### src/sv/tcf_pkg.sv
// tcf_pkg: constants, types and the cordic arctangent table of the tilt filter
// used by every module of the tilt complementary filter core; no dependencies
package tcf_pkg;

  localparam int CORDIC_ITERATIONS = 16;
  localparam int ANGLE_FRAC_BITS   = 8;

  localparam int Z_FRAC    = 24;
  localparam int TABLE_LEN = 24;
  localparam int TAB_IDX_W = $clog2(TABLE_LEN);
  localparam int ITER_W    = (CORDIC_ITERATIONS > 1) ? $clog2(CORDIC_ITERATIONS) : 1;

  localparam int SAMPLE_W  = 16;
  localparam int REG_W     = 16;
  localparam int CFG_IDX_W = 1;

  localparam int XY_W   = 19;
  localparam int Z_W    = 33;
  localparam int ATAN_W = 30;

  localparam int TILT_W     = 10 + ANGLE_FRAC_BITS;
  localparam int PRED_SHIFT = Z_FRAC - ANGLE_FRAC_BITS;
  localparam int PRED_W     = 35;
  localparam int OP_W       = 18;
  localparam int PROD_W     = 2 * OP_W;
  localparam int SPLIT      = 17;
  localparam int MIX_W      = 54;
  localparam int MIX_SHIFT  = 16 + Z_FRAC - ANGLE_FRAC_BITS;
  localparam int R_W        = MIX_W - MIX_SHIFT;

  localparam int DEG_W     = 10;
  localparam int FINE_W    = 18;
  localparam int S_TDATA_W = 3 * SAMPLE_W;
  localparam int M_TDATA_W = 32;

  localparam logic [CFG_IDX_W-1:0] CFG_BLEND_COEF = 1'b0;
  localparam logic [CFG_IDX_W-1:0] CFG_GYRO_SCALE = 1'b1;

  localparam logic [REG_W-1:0] BLEND_RESET = 16'd64225;
  localparam logic [REG_W-1:0] SCALE_RESET = 16'd2561;

  typedef enum logic [3:0] {
    ST_IDLE,
    ST_CORDIC,
    ST_MUL_GY,
    ST_PRED,
    ST_MUL_PH,
    ST_MUL_PL,
    ST_MUL_AH,
    ST_MUL_AL,
    ST_ADD_LAST,
    ST_DONE
  } state_e;

  typedef enum logic [2:0] {
    MUL_GY,
    MUL_PRED_HI,
    MUL_PRED_LO,
    MUL_TILT_HI,
    MUL_TILT_LO
  } mul_sel_e;

  typedef enum logic [1:0] {
    ACC_HOLD,
    ACC_INIT,
    ACC_SHIFT,
    ACC_PLAIN
  } acc_op_e;

  typedef struct packed {
    logic     load;
    logic     iter;
    logic     pred_en;
    mul_sel_e mul_sel;
    acc_op_e  acc_op;
    logic     out_en;
  } dp_cmd_t;

  typedef struct packed {
    logic iter_last;
  } dp_status_t;

  // atan(2^-i) in degrees, q.24, rounded to nearest
  function automatic logic [ATAN_W-1:0] atan_q24(input logic [TAB_IDX_W-1:0] idx);
    logic [ATAN_W-1:0] v;
    case (idx)
      5'd0:    v = 30'd754974720;
      5'd1:    v = 30'd445687602;
      5'd2:    v = 30'd235489088;
      5'd3:    v = 30'd119537938;
      5'd4:    v = 30'd60000934;
      5'd5:    v = 30'd30029717;
      5'd6:    v = 30'd15018523;
      5'd7:    v = 30'd7509720;
      5'd8:    v = 30'd3754917;
      5'd9:    v = 30'd1877466;
      5'd10:   v = 30'd938734;
      5'd11:   v = 30'd469367;
      5'd12:   v = 30'd234684;
      5'd13:   v = 30'd117342;
      5'd14:   v = 30'd58671;
      5'd15:   v = 30'd29335;
      5'd16:   v = 30'd14668;
      5'd17:   v = 30'd7334;
      5'd18:   v = 30'd3667;
      5'd19:   v = 30'd1833;
      5'd20:   v = 30'd917;
      5'd21:   v = 30'd458;
      5'd22:   v = 30'd229;
      5'd23:   v = 30'd115;
      default: v = '0;
    endcase
    return v;
  endfunction

endpackage

### src/sv/tcf_ctrl.sv
// tcf_ctrl: sequencing state machine of the tilt filter, output valid flag
// depends on tcf_pkg; drives tcf_datapath through dp_cmd_t
module tcf_ctrl (
  input  logic                clk_i,
  input  logic                rst_ni,
  input  logic                s_valid_i,
  output logic                s_ready_o,
  output logic                m_valid_o,
  input  logic                m_ready_i,
  output tcf_pkg::dp_cmd_t    cmd_o,
  input  tcf_pkg::dp_status_t status_i
);
  import tcf_pkg::*;

  state_e state_q, state_d;
  logic   out_valid_q, out_valid_d;
  logic   out_free;

  assign out_free = !out_valid_q || m_ready_i;

  always_ff @(posedge clk_i or negedge rst_ni) begin
    if (!rst_ni) begin
      state_q     <= ST_IDLE;
      out_valid_q <= 1'b0;
    end else begin
      state_q     <= state_d;
      out_valid_q <= out_valid_d;
    end
  end

  always_comb begin
    state_d = state_q;
    case (state_q)
      ST_IDLE:     if (s_valid_i) state_d = ST_CORDIC;
      ST_CORDIC:   if (status_i.iter_last) state_d = ST_MUL_GY;
      ST_MUL_GY:   state_d = ST_PRED;
      ST_PRED:     state_d = ST_MUL_PH;
      ST_MUL_PH:   state_d = ST_MUL_PL;
      ST_MUL_PL:   state_d = ST_MUL_AH;
      ST_MUL_AH:   state_d = ST_MUL_AL;
      ST_MUL_AL:   state_d = ST_ADD_LAST;
      ST_ADD_LAST: state_d = ST_DONE;
      ST_DONE:     if (out_free) state_d = ST_IDLE;
      default:     state_d = ST_IDLE;
    endcase
  end

  always_comb begin
    s_ready_o     = 1'b0;
    cmd_o.load    = 1'b0;
    cmd_o.iter    = 1'b0;
    cmd_o.pred_en = 1'b0;
    cmd_o.mul_sel = MUL_GY;
    cmd_o.acc_op  = ACC_HOLD;
    cmd_o.out_en  = 1'b0;
    case (state_q)
      ST_IDLE: begin
        s_ready_o = 1'b1;
        if (s_valid_i) begin
          cmd_o.load   = 1'b1;
          cmd_o.acc_op = ACC_INIT;
        end
      end
      ST_CORDIC: cmd_o.iter = 1'b1;
      ST_MUL_GY: cmd_o.mul_sel = MUL_GY;
      ST_PRED:   cmd_o.pred_en = 1'b1;
      ST_MUL_PH: cmd_o.mul_sel = MUL_PRED_HI;
      ST_MUL_PL: begin
        cmd_o.mul_sel = MUL_PRED_LO;
        cmd_o.acc_op  = ACC_SHIFT;
      end
      ST_MUL_AH: begin
        cmd_o.mul_sel = MUL_TILT_HI;
        cmd_o.acc_op  = ACC_PLAIN;
      end
      ST_MUL_AL: begin
        cmd_o.mul_sel = MUL_TILT_LO;
        cmd_o.acc_op  = ACC_SHIFT;
      end
      ST_ADD_LAST: cmd_o.acc_op = ACC_PLAIN;
      ST_DONE:     cmd_o.out_en = out_free;
      default:     s_ready_o = 1'b0;
    endcase
  end

  always_comb begin
    out_valid_d = out_valid_q;
    if (cmd_o.out_en) begin
      out_valid_d = 1'b1;
    end else if (m_ready_i) begin
      out_valid_d = 1'b0;
    end
  end

  assign m_valid_o = out_valid_q;

endmodule

### src/sv/tcf_datapath.sv
// tcf_datapath: cordic arctangent, shared 18x18 multiplier, mix accumulator,
// kept angle, config registers and output register; depends on tcf_pkg
module tcf_datapath (
  input  logic                              clk_i,
  input  logic                              rst_ni,
  input  logic                              cfg_we_i,
  input  logic [tcf_pkg::CFG_IDX_W-1:0]     cfg_idx_i,
  input  logic [tcf_pkg::REG_W-1:0]         cfg_data_i,
  input  logic [tcf_pkg::S_TDATA_W-1:0]     s_data_i,
  input  tcf_pkg::dp_cmd_t                  cmd_i,
  output tcf_pkg::dp_status_t               status_o,
  output logic signed [tcf_pkg::DEG_W-1:0]  tilt_deg_o,
  output logic signed [tcf_pkg::FINE_W-1:0] tilt_fine_o
);
  import tcf_pkg::*;

  localparam logic signed [Z_W-1:0] Z_90 = Z_W'(64'd90 << Z_FRAC);
  localparam logic signed [MIX_W-1:0] MIX_HALF = MIX_W'(64'd1 << (MIX_SHIFT - 1));
  localparam logic signed [R_W-1:0] R_HI = R_W'((64'd1 << (TILT_W - 1)) - 64'd1);
  localparam logic signed [R_W-1:0] R_LO = -R_W'(64'd1 << (TILT_W - 1));
  localparam logic [ITER_W-1:0] ITER_LAST = ITER_W'(CORDIC_ITERATIONS - 1);

  logic [REG_W-1:0]          blend_q, scale_q;
  logic signed [TILT_W-1:0]  tilt_q;
  logic [ITER_W-1:0]         iter_q;

  logic signed [XY_W-1:0]    x_q, y_q, x_d, y_d, xs, ys;
  logic signed [Z_W-1:0]     z_q, z_d, atan_s, acc_tilt;
  logic                      zero_q;
  logic signed [SAMPLE_W-1:0] gy_q;
  logic signed [PRED_W-1:0]  pred_q;
  logic signed [OP_W-1:0]    opa, opb;
  logic signed [PROD_W-1:0]  prod_q;
  logic signed [MIX_W-1:0]   mix_q;
  logic signed [R_W-1:0]     r;
  logic signed [TILT_W-1:0]  sat, deg_full;
  logic [SPLIT-1:0]          accel_w;
  logic signed [SAMPLE_W-1:0] ax, az;
  logic signed [DEG_W-1:0]   deg_q;
  logic signed [FINE_W-1:0]  fine_q;

  assign ax = $signed(s_data_i[SAMPLE_W-1:0]);
  assign az = $signed(s_data_i[2*SAMPLE_W-1:SAMPLE_W]);

  always_ff @(posedge clk_i or negedge rst_ni) begin
    if (!rst_ni) begin
      blend_q <= BLEND_RESET;
      scale_q <= SCALE_RESET;
      tilt_q  <= '0;
      iter_q  <= '0;
    end else begin
      if (cfg_we_i && cfg_idx_i == CFG_BLEND_COEF) blend_q <= cfg_data_i;
      if (cfg_we_i && cfg_idx_i == CFG_GYRO_SCALE) scale_q <= cfg_data_i;
      if (cmd_i.out_en) tilt_q <= sat;
      if (cmd_i.load) begin
        iter_q <= '0;
      end else if (cmd_i.iter) begin
        iter_q <= iter_q + ITER_W'(1);
      end
    end
  end

  assign status_o.iter_last = (iter_q == ITER_LAST);

  // cordic step, vectoring toward y = 0
  assign xs     = x_q >>> iter_q;
  assign ys     = y_q >>> iter_q;
  assign atan_s = $signed(Z_W'(atan_q24(TAB_IDX_W'(iter_q))));

  always_comb begin
    x_d = x_q;
    y_d = y_q;
    z_d = z_q;
    if (cmd_i.load) begin
      if (az < 0) begin
        if (ax >= 0) begin
          x_d = XY_W'(ax);
          y_d = -XY_W'(az);
          z_d = Z_90;
        end else begin
          x_d = -XY_W'(ax);
          y_d = XY_W'(az);
          z_d = -Z_90;
        end
      end else begin
        x_d = XY_W'(az);
        y_d = XY_W'(ax);
        z_d = '0;
      end
    end else if (cmd_i.iter) begin
      if (!y_q[XY_W-1]) begin
        x_d = x_q + ys;
        y_d = y_q - xs;
        z_d = z_q + atan_s;
      end else begin
        x_d = x_q - ys;
        y_d = y_q + xs;
        z_d = z_q - atan_s;
      end
    end
  end

  assign acc_tilt = zero_q ? '0 : z_q;
  assign accel_w  = SPLIT'(18'h10000 - {2'b00, blend_q});

  always_comb begin
    opa = '0;
    opb = '0;
    case (cmd_i.mul_sel)
      MUL_GY: begin
        opa = OP_W'(gy_q);
        opb = $signed({2'b00, scale_q});
      end
      MUL_PRED_HI: begin
        opa = pred_q[PRED_W-1:SPLIT];
        opb = $signed({2'b00, blend_q});
      end
      MUL_PRED_LO: begin
        opa = $signed({1'b0, pred_q[SPLIT-1:0]});
        opb = $signed({2'b00, blend_q});
      end
      MUL_TILT_HI: begin
        opa = OP_W'($signed(acc_tilt[Z_W-1:SPLIT]));
        opb = $signed({1'b0, accel_w});
      end
      MUL_TILT_LO: begin
        opa = $signed({1'b0, acc_tilt[SPLIT-1:0]});
        opb = $signed({1'b0, accel_w});
      end
      default: opa = '0;
    endcase
  end

  always_ff @(posedge clk_i) begin
    x_q    <= x_d;
    y_q    <= y_d;
    z_q    <= z_d;
    prod_q <= opa * opb;
    if (cmd_i.load) begin
      zero_q <= (ax == 0) && (az == 0);
      gy_q   <= $signed(s_data_i[3*SAMPLE_W-1:2*SAMPLE_W]);
    end
    if (cmd_i.pred_en) begin
      pred_q <= (PRED_W'(tilt_q) <<< PRED_SHIFT) - PRED_W'(prod_q);
    end
    case (cmd_i.acc_op)
      ACC_INIT:  mix_q <= MIX_HALF;
      ACC_SHIFT: mix_q <= mix_q + (MIX_W'(prod_q) <<< SPLIT);
      ACC_PLAIN: mix_q <= mix_q + MIX_W'(prod_q);
      default:   mix_q <= mix_q;
    endcase
    if (cmd_i.out_en) begin
      deg_q  <= DEG_W'(deg_full);
      fine_q <= FINE_W'(sat);
    end
  end

  // round half up already folded into the accumulator start value
  assign r = mix_q[MIX_W-1:MIX_SHIFT];

  always_comb begin
    if (r > R_HI) begin
      sat = TILT_W'(R_HI);
    end else if (r < R_LO) begin
      sat = TILT_W'(R_LO);
    end else begin
      sat = TILT_W'(r);
    end
  end

  // integer degrees, truncated toward zero
  assign deg_full = (sat >>> ANGLE_FRAC_BITS)
                  + TILT_W'(sat[TILT_W-1] && (|sat[ANGLE_FRAC_BITS-1:0]));

  assign tilt_deg_o  = deg_q;
  assign tilt_fine_o = fine_q;

endmodule

### src/sv/tilt_complementary_filter_core.sv
// tilt complementary filter core: accel tilt by cordic, blended with gyro step
// samples are processed one at a time: a new one is accepted only in idle,
// once the previous result is stored; pacing is set by the one-step-per-cycle
// cordic and the shared multiplier, and is slower while the output stalls
// reset: async active low, clears kept angle and sequencer, config to defaults
module tilt_complementary_filter_core (
  input  logic                              clk_i,
  input  logic                              rst_ni,
  input  logic                              cfg_we_i,
  input  logic [tcf_pkg::CFG_IDX_W-1:0]     cfg_idx_i,
  input  logic [tcf_pkg::REG_W-1:0]         cfg_data_i,
  input  logic                              s_axis_tvalid,
  output logic                              s_axis_tready,
  input  logic [tcf_pkg::S_TDATA_W-1:0]     s_axis_tdata,  // accel_x, accel_z, gyro_y
  output logic                              m_axis_tvalid,
  input  logic                              m_axis_tready,
  output logic [tcf_pkg::M_TDATA_W-1:0]     m_axis_tdata   // tilt_deg, tilt_fine, zero pad
);
  import tcf_pkg::*;

  dp_cmd_t                  cmd;
  dp_status_t               status;
  logic signed [DEG_W-1:0]  tilt_deg;
  logic signed [FINE_W-1:0] tilt_fine;

  tcf_ctrl u_ctrl (
    .clk_i     (clk_i),
    .rst_ni    (rst_ni),
    .s_valid_i (s_axis_tvalid),
    .s_ready_o (s_axis_tready),
    .m_valid_o (m_axis_tvalid),
    .m_ready_i (m_axis_tready),
    .cmd_o     (cmd),
    .status_i  (status)
  );

  tcf_datapath u_dp (
    .clk_i       (clk_i),
    .rst_ni      (rst_ni),
    .cfg_we_i    (cfg_we_i),
    .cfg_idx_i   (cfg_idx_i),
    .cfg_data_i  (cfg_data_i),
    .s_data_i    (s_axis_tdata),
    .cmd_i       (cmd),
    .status_o    (status),
    .tilt_deg_o  (tilt_deg),
    .tilt_fine_o (tilt_fine)
  );

  assign m_axis_tdata = {{(M_TDATA_W - DEG_W - FINE_W){1'b0}}, tilt_fine, tilt_deg};

endmodule

### config.mk
export PLATFORM = sky130hd
export DESIGN_NAME = tilt_complementary_filter_core
export DESIGN_NICKNAME = d
export VERILOG_FILES = /design/src/sv/tcf_pkg.sv /design/src/sv/tcf_ctrl.sv /design/src/sv/tcf_datapath.sv /design/src/sv/tilt_complementary_filter_core.sv
export SDC_FILE = /design/constraint.sdc
export NUM_CORES = 2
export LEC_CHECK = 0
export BUFFER_PORTS_ARGS = -buffer_cell sky130_fd_sc_hd__buf_2
export CAP_MARGIN = 10
export CORE_MARGIN = 2
export CORE_UTILIZATION = 46
export CTS_CLUSTER_DIAMETER = 60
export DETAILED_ROUTE_END_ITERATION = 10
export PLACE_DENSITY = 0.63
export SLEW_MARGIN = 25
export SYNTH_ARGS = -nofsm -noshare
export SYNTH_HDL_FRONTEND = slang
export SYNTH_HIERARCHICAL = 1
export SYNTH_SLANG_ARGS = --single-unit
### constraint.sdc
create_clock -name clk_i -period 8.57 [get_ports clk_i]
set_clock_uncertainty 0.05 [all_clocks]
set_input_delay 0 -clock clk_i [delete_from_list [all_inputs] [get_ports clk_i]]
set_output_delay 0 -clock clk_i [all_outputs]
set_load 0.02 [all_outputs]
# Word level (Yosys, flattened, before mapping)
# Memories as Yosys holds them, arrays and structs flattened.
# Index checks and enable logic that the tools add are counted.
[totals]
register_bits = 300
latch_bits = 0
mem_bits_rw = 0
rom_bits = 480
input_bits = 70
mem_count = 1
[memory_table]
columns = ["name", "words", "width", "read_ports", "rd_ports_with_merged_regs", "wr", "line_no", "source"]
rows = [
  ["(no name shown)", 16, 30, 1, 0, 0, "tcf_pkg.sv:86", "case (idx)"],
]
[op_classes]
addsub = 14
n_mul = 1
n_div = 0
n_lt_le_gt_ge = 4
n_eq_ne = 20
shifts = 2
muxes = 38
bitwise_logic = 1
n_reduce_logical = 19
[op_table]
columns = ["op", "count"]
rows = [
  ["$mux 33", 6],
  ["$mux 19", 10],
  ["$pmux 54 s3", 1],
  ["$pmux 18 s5", 1],
  ["$logic_not 32->1", 2],
  ["$add 54x36->54", 1],
  ["$add 54x53->54", 1],
  ["$pmux 17 s3", 1],
  ["$pmux 4 s10", 1],
  ["$add 19x19->19", 2],
  ["$neg 16->19", 2],
  ["$sshr 19x4->19", 2],
  ["$sub 19x19->19", 2],
  ["$mul 18x18->36", 1],
  ["$mux 18", 2],
  ["$sub 34x35->35", 1],
  ["$add 33x31->33", 1],
  ["$sub 33x31->33", 1],
  ["$gt 22x18->1 const B", 1],
  ["$lt 22x18->1 const B", 1],
  ["$mux 4", 5],
  ["$sub 17x16->17 const A", 1],
  ["$eq 4x3->1 const B", 4],
  ["$ge 16x1->1 const B", 1],
  ["other kinds (27)", 48],
]

# Longest topological paths before layout
[logic_depth]
word_depth = 6
depth_mapped = 36
depth_no_buf = 34

# Modules after synthesis
# Netlist, hierarchy kept.
[by_module_without_submodules]
columns = ["module", "n_inst", "cells_each", "area_each_um2", "seq_area_each_um2"]
rows = [
  ["tcf_datapath", 1, 3955, 35700.5, 8244.2],
  ["tcf_ctrl", 1, 46, 387.9, 125.1],
  ["tilt_complementary_filter_core", 1, 5, 33.8, 0.0],
]

# Worst setup path after synthesis
# No wires, ideal clock.
[synth_path]
path_type = "register to register"
from = "register u_ctrl.state_q[0]"
to = "register u_dp.prod_q[34]"
setup_time_ps = 72
arrival_ps = 8678
path_slack_ps = -230
stages_incl_launch_ff = 35
n_path_buf = 3
cell_sequence = "dfrtp_1 > buf_4 > nand2b_1 > a21oi_1 > clkbuf_1 > inv_1 > nor2_1 > nor2_1 > nor2_1 > a31o_2 > a221oi_1 > clkbuf_1 > nor2_1 > fa_1 > inv_1 > fa_1 > inv_1 > fa_1 > fa_1 > fa_1 > inv_1 > fa_1 > inv_1 > ha_1 > a21o_1 > a21o_1 > a21oi_1 > o22ai_1 > a21o_1 > o41ai_1 > o22ai_1 > or4_1 > a31o_2 > a21oi_1 > xnor2_1"
[synth_lines]
columns = ["element", "line_no", "source"]
rows = [
  ["start: declaration", "tcf_ctrl.sv:15", "state_e state_q, state_d;"],
  ["start signal: assignment", "tcf_ctrl.sv:26", "state_q <= state_d;"],
  ["end signal: assignment", "tcf_datapath.sv:138", "prod_q <= opa * opb;"],
  ["end: declaration", "tcf_datapath.sv:33", "logic signed [PROD_W-1:0] prod_q;"],
]

==> reports/metrics.yaml <==
status:
  status: "finished clean"
floorplanning:
  core-area_mm2: 0.0776
  rows: 102
  fp.dieW_um: 284
  initial_core_util_pct: 46.6
  io_pins: 104
  die_y_um: 284
  dieArea_mm2: 0.0808
route:
  drtPass1Iterations: 7
  drc_errors: 0
  wl_per_cell_um: 20.2
  vias_per_cell: 5.65
  ant_nets: 0
  vias: 30100
  wirelength_um: 107000
  drt_first_iter_violations: 2600
global_route:
  grt_overflow_total: 0
  antenna_found_initial: 5
  grt_pass1_vias: 29700
  grt_usage_pct: 26.5
  grt_pass1_wl_um: 168000
  grt_max_degree: 72
timing:
  period_needed_ps: 8340
  hold_violations: 0
  fin_hold_ws_ps: 56.2
  slew-limit-headroom_pct: 28.9
  fin_crit_sh_pct: 97.3
  max_freq_ghz: 0.120
  slew_violations: 0
  worst_pin_slew_ps: 1050
  rsz0062_at_grt: "true"
  finalSetupViolCount: 0
setup_path:
  cp_num_cells: 32
  slowest_stage: "fa_2"
  critical_path_class: "reg2reg"
  path_buf_inv: 10
  r2r_cells: 32
  path_max_fanout: 7
  end_kind: "register"
  crit_family: "adder cells"
  start_kind: "register"
  max_stage_delay_ps: 610
  cp.required_ps: 9030
  cp_common_cell: "buf_4"
  cp.arrival_ps: 8800
placement:
  io_buffers: 99
  dp_hpwl_um: 84800
  place_congestion: 0.989
synth:
  synth-simple-area-share_pct: 14.7
  synth_xor_area_share_pct: 6.89
  yosys.area_share.adder_pct: 27.3
  synthArstFlopShare_pct: 19.7
  synth_cell_types: 97
  synth_top_area_cell: "fa_1"
  synth_ff_type: "edfxtp_1"
  synth_common_cells: "480 x inv_1, 419 x nor2_1, 350 x nand2_1"
  synth_top_family_by_area: "adder cells"
  ys_ff_latch: 300
  synth_area_leaders: "fa_1 18%, edfxtp_1 17%, ha_1 9.8%"
  synth_compound_area_share_pct: 15.5
  synth_edf_count: 205
  seq_area_frac_synth_pct: 23.2
  synth_cells: 4006
  ys.warnings.count: 6
  synth_top_area_share_pct: 17.5
  muxShareOfSynthArea_pct: 5.41
  syn-cell-area_mm2: 0.0361
  syn_avg_cell_area_um2: 9.02
  synthMostInstantiatedCell: "inv_1"
cells_and_area:
  drive_gt1_share_pct: 12.4
  multiInputGateArea_mm2: 0.0255
  nets: 4913
  seq_area_mm2: 0.00837
  area_growth_pct: 13.8
  fillers: 7240
clock_network:
  clk_path_buf_depth: 3
  cts.clk_slew.worst_paths_ps: 60
  insertion_delay_ps: 600
  cts_buffers: 46
  htree_levels: 2
  cts_tree: "built"
  cts_root_buffer: "clkbuf_16"
  cts_sinks: 300
run:
  maxCapViolCount: 0
hold_path:
  hold_class: "in2reg"
  whs_path_depth: 2
[final cells by class]
| cell class | instances | share of cell area, % |
|---|---|---|
| diodes | 1 | 0.00609 |
| clock buffers | 60 | 3.00 |
| clock inverters | 25 | 0.615 |
| inverters | 483 | 4.42 |
| multi-input cells | 3067 | 62.1 |
| flip-flops and latches | 300 | 20.4 |
| well taps | 1040 | 3.16 |
| repair buffers | 347 | 6.38 |
[cells in the final DEF, fill, tap and decap left out, types with 19 or more instances in the layout]
cell type / n
nand2_1: 349
mux2i_1: 35
o21a_1: 26
fa_1: 315
nor3_1: 67
nor2_1: 415
clkbuf_16: 46
dfxtp_1: 36
mux4_2: 29
a22oi_1: 19
a211oi_1: 39
mux2_2: 61
dfrtp_1: 43
o211ai_1: 43
a31oi_1: 30
inv_1: 479
or3_1: 22
buf_4: 157
ha_1: 282
and2_1: 36
nor2b_1: 26
a21o_1: 71
nand2b_1: 49
edfxtp_1: 205
dlygate4sd3_1: 85
a21oi_1: 244
xnor2_1: 172
o21bai_1: 29
and3_1: 25
xor2_1: 112
o21ai_0: 185
buf_2: 99
nand3_1: 61
[worst register-to-register path: cells and delay by family (launching register included)]
kind                       cells  cell delay, ps
DFF                            1             380
xor gates and xnor gates       1             130
AOI/OAI and AO/OA             10            2070
adders and majority gates      7            3180
buffers and inverters         10            1440
and+or+nand+nor                4            1010
[stage by stage]
step / std cells / worst slack, ps / utilization [%] / TNS, ps / area, um2
2_1_floorplan: 4009 / 0.973 / - / 0 / 36100
3_5_place_dp: 5145 / -54.7 / 49.6 / -54.7 / 38500
5_1_grt: 5322 / -74.2 / 53.0 / -74.2 / 41100
3_3_place_gp: 5144 / -25.4 / 49.6 / -25.4 / 38500
4_1_cts: 5315 / 20.2 / 52.6 / 0 / 40800
6_report: 5323 / 233 / 53.0 / 0 / 41100
[logic make-up (layout without fill, tap and decap cells)]
| group | count (synthesis) | in the layout |
|---|---|---|
| AND/OR/NAND/NOR | 1165 | 1165 |
| XOR/XNOR | 284 | 284 |
| multiplexers | 135 | 135 |
| AO/OA/AOI/OAI | 881 | 881 |
| buffers and inverters | 642 | 915 |
| adder cells (fa/ha/maj) | 598 | 598 |
| flip-flops | 300 | 300 |
| other | 1 | 5 |
[routing by layer]
layer  GRT usage [%]  up-vias  part of all wire [%]
li1                -    14300                     -
met5               0        -                     0
met1            36.3    14700                    44
met4            7.91        0                   3.1
met3            3.47      157                   6.4
met2            43.8      903                    47
[path summary, 6_finish.rpt]
path / slack (ps) / to / startpoint
worst max-delay path: 230 / u_dp/prod_q[34] / u_ctrl/state_q[0]
worst min-delay path: 60 / u_dp/gy_q[5] / s_axis_tdata[37]
worst max register to register: 230 / u_dp/prod_q[34] / u_ctrl/state_q[0]
worst min register to register: 470 / u_dp/tilt_q[3] / u_dp/tilt_q[3]
max in group asynchronous: 7780 / u_dp/iter_q[2] / rst_ni
min in group asynchronous: 80 / u_dp/scale_q[14] / rst_ni
[state kept, by name (all words and copies together), names as in the netlist, 4 cells and up]
signal	cells
u_dp/mix_q	54
u_dp/z_q	33
u_dp/tilt_fine_o	18
u_dp/tilt_deg_o	10
u_dp/scale_q	16
u_dp/blend_q	16
u_dp/iter_q	4
u_dp/tilt_q	18
u_ctrl/state_q	4
u_dp/pred_q	35
u_dp/y_q	19
u_dp/x_q	19
u_dp/gy_q	16
u_dp/prod_q	36
[repair_timing]
| action | CTS | global route |
|---|---|---|
| gates resized for setup | 1 | 51 |
| pin swaps | 0 | 6 |
| hold endpoints to repair | 151 | 0 |
| cloned | 0 | 0 |
| hold buffers | 85 | 0 |
| buffers inserted | 0 | 7 |
| setup endpoints to repair | 1 | 8 |
Power is left out: the tool's default activity adds up to more than one toggle a clock period on the data nets, which glitch-free logic cannot reach.
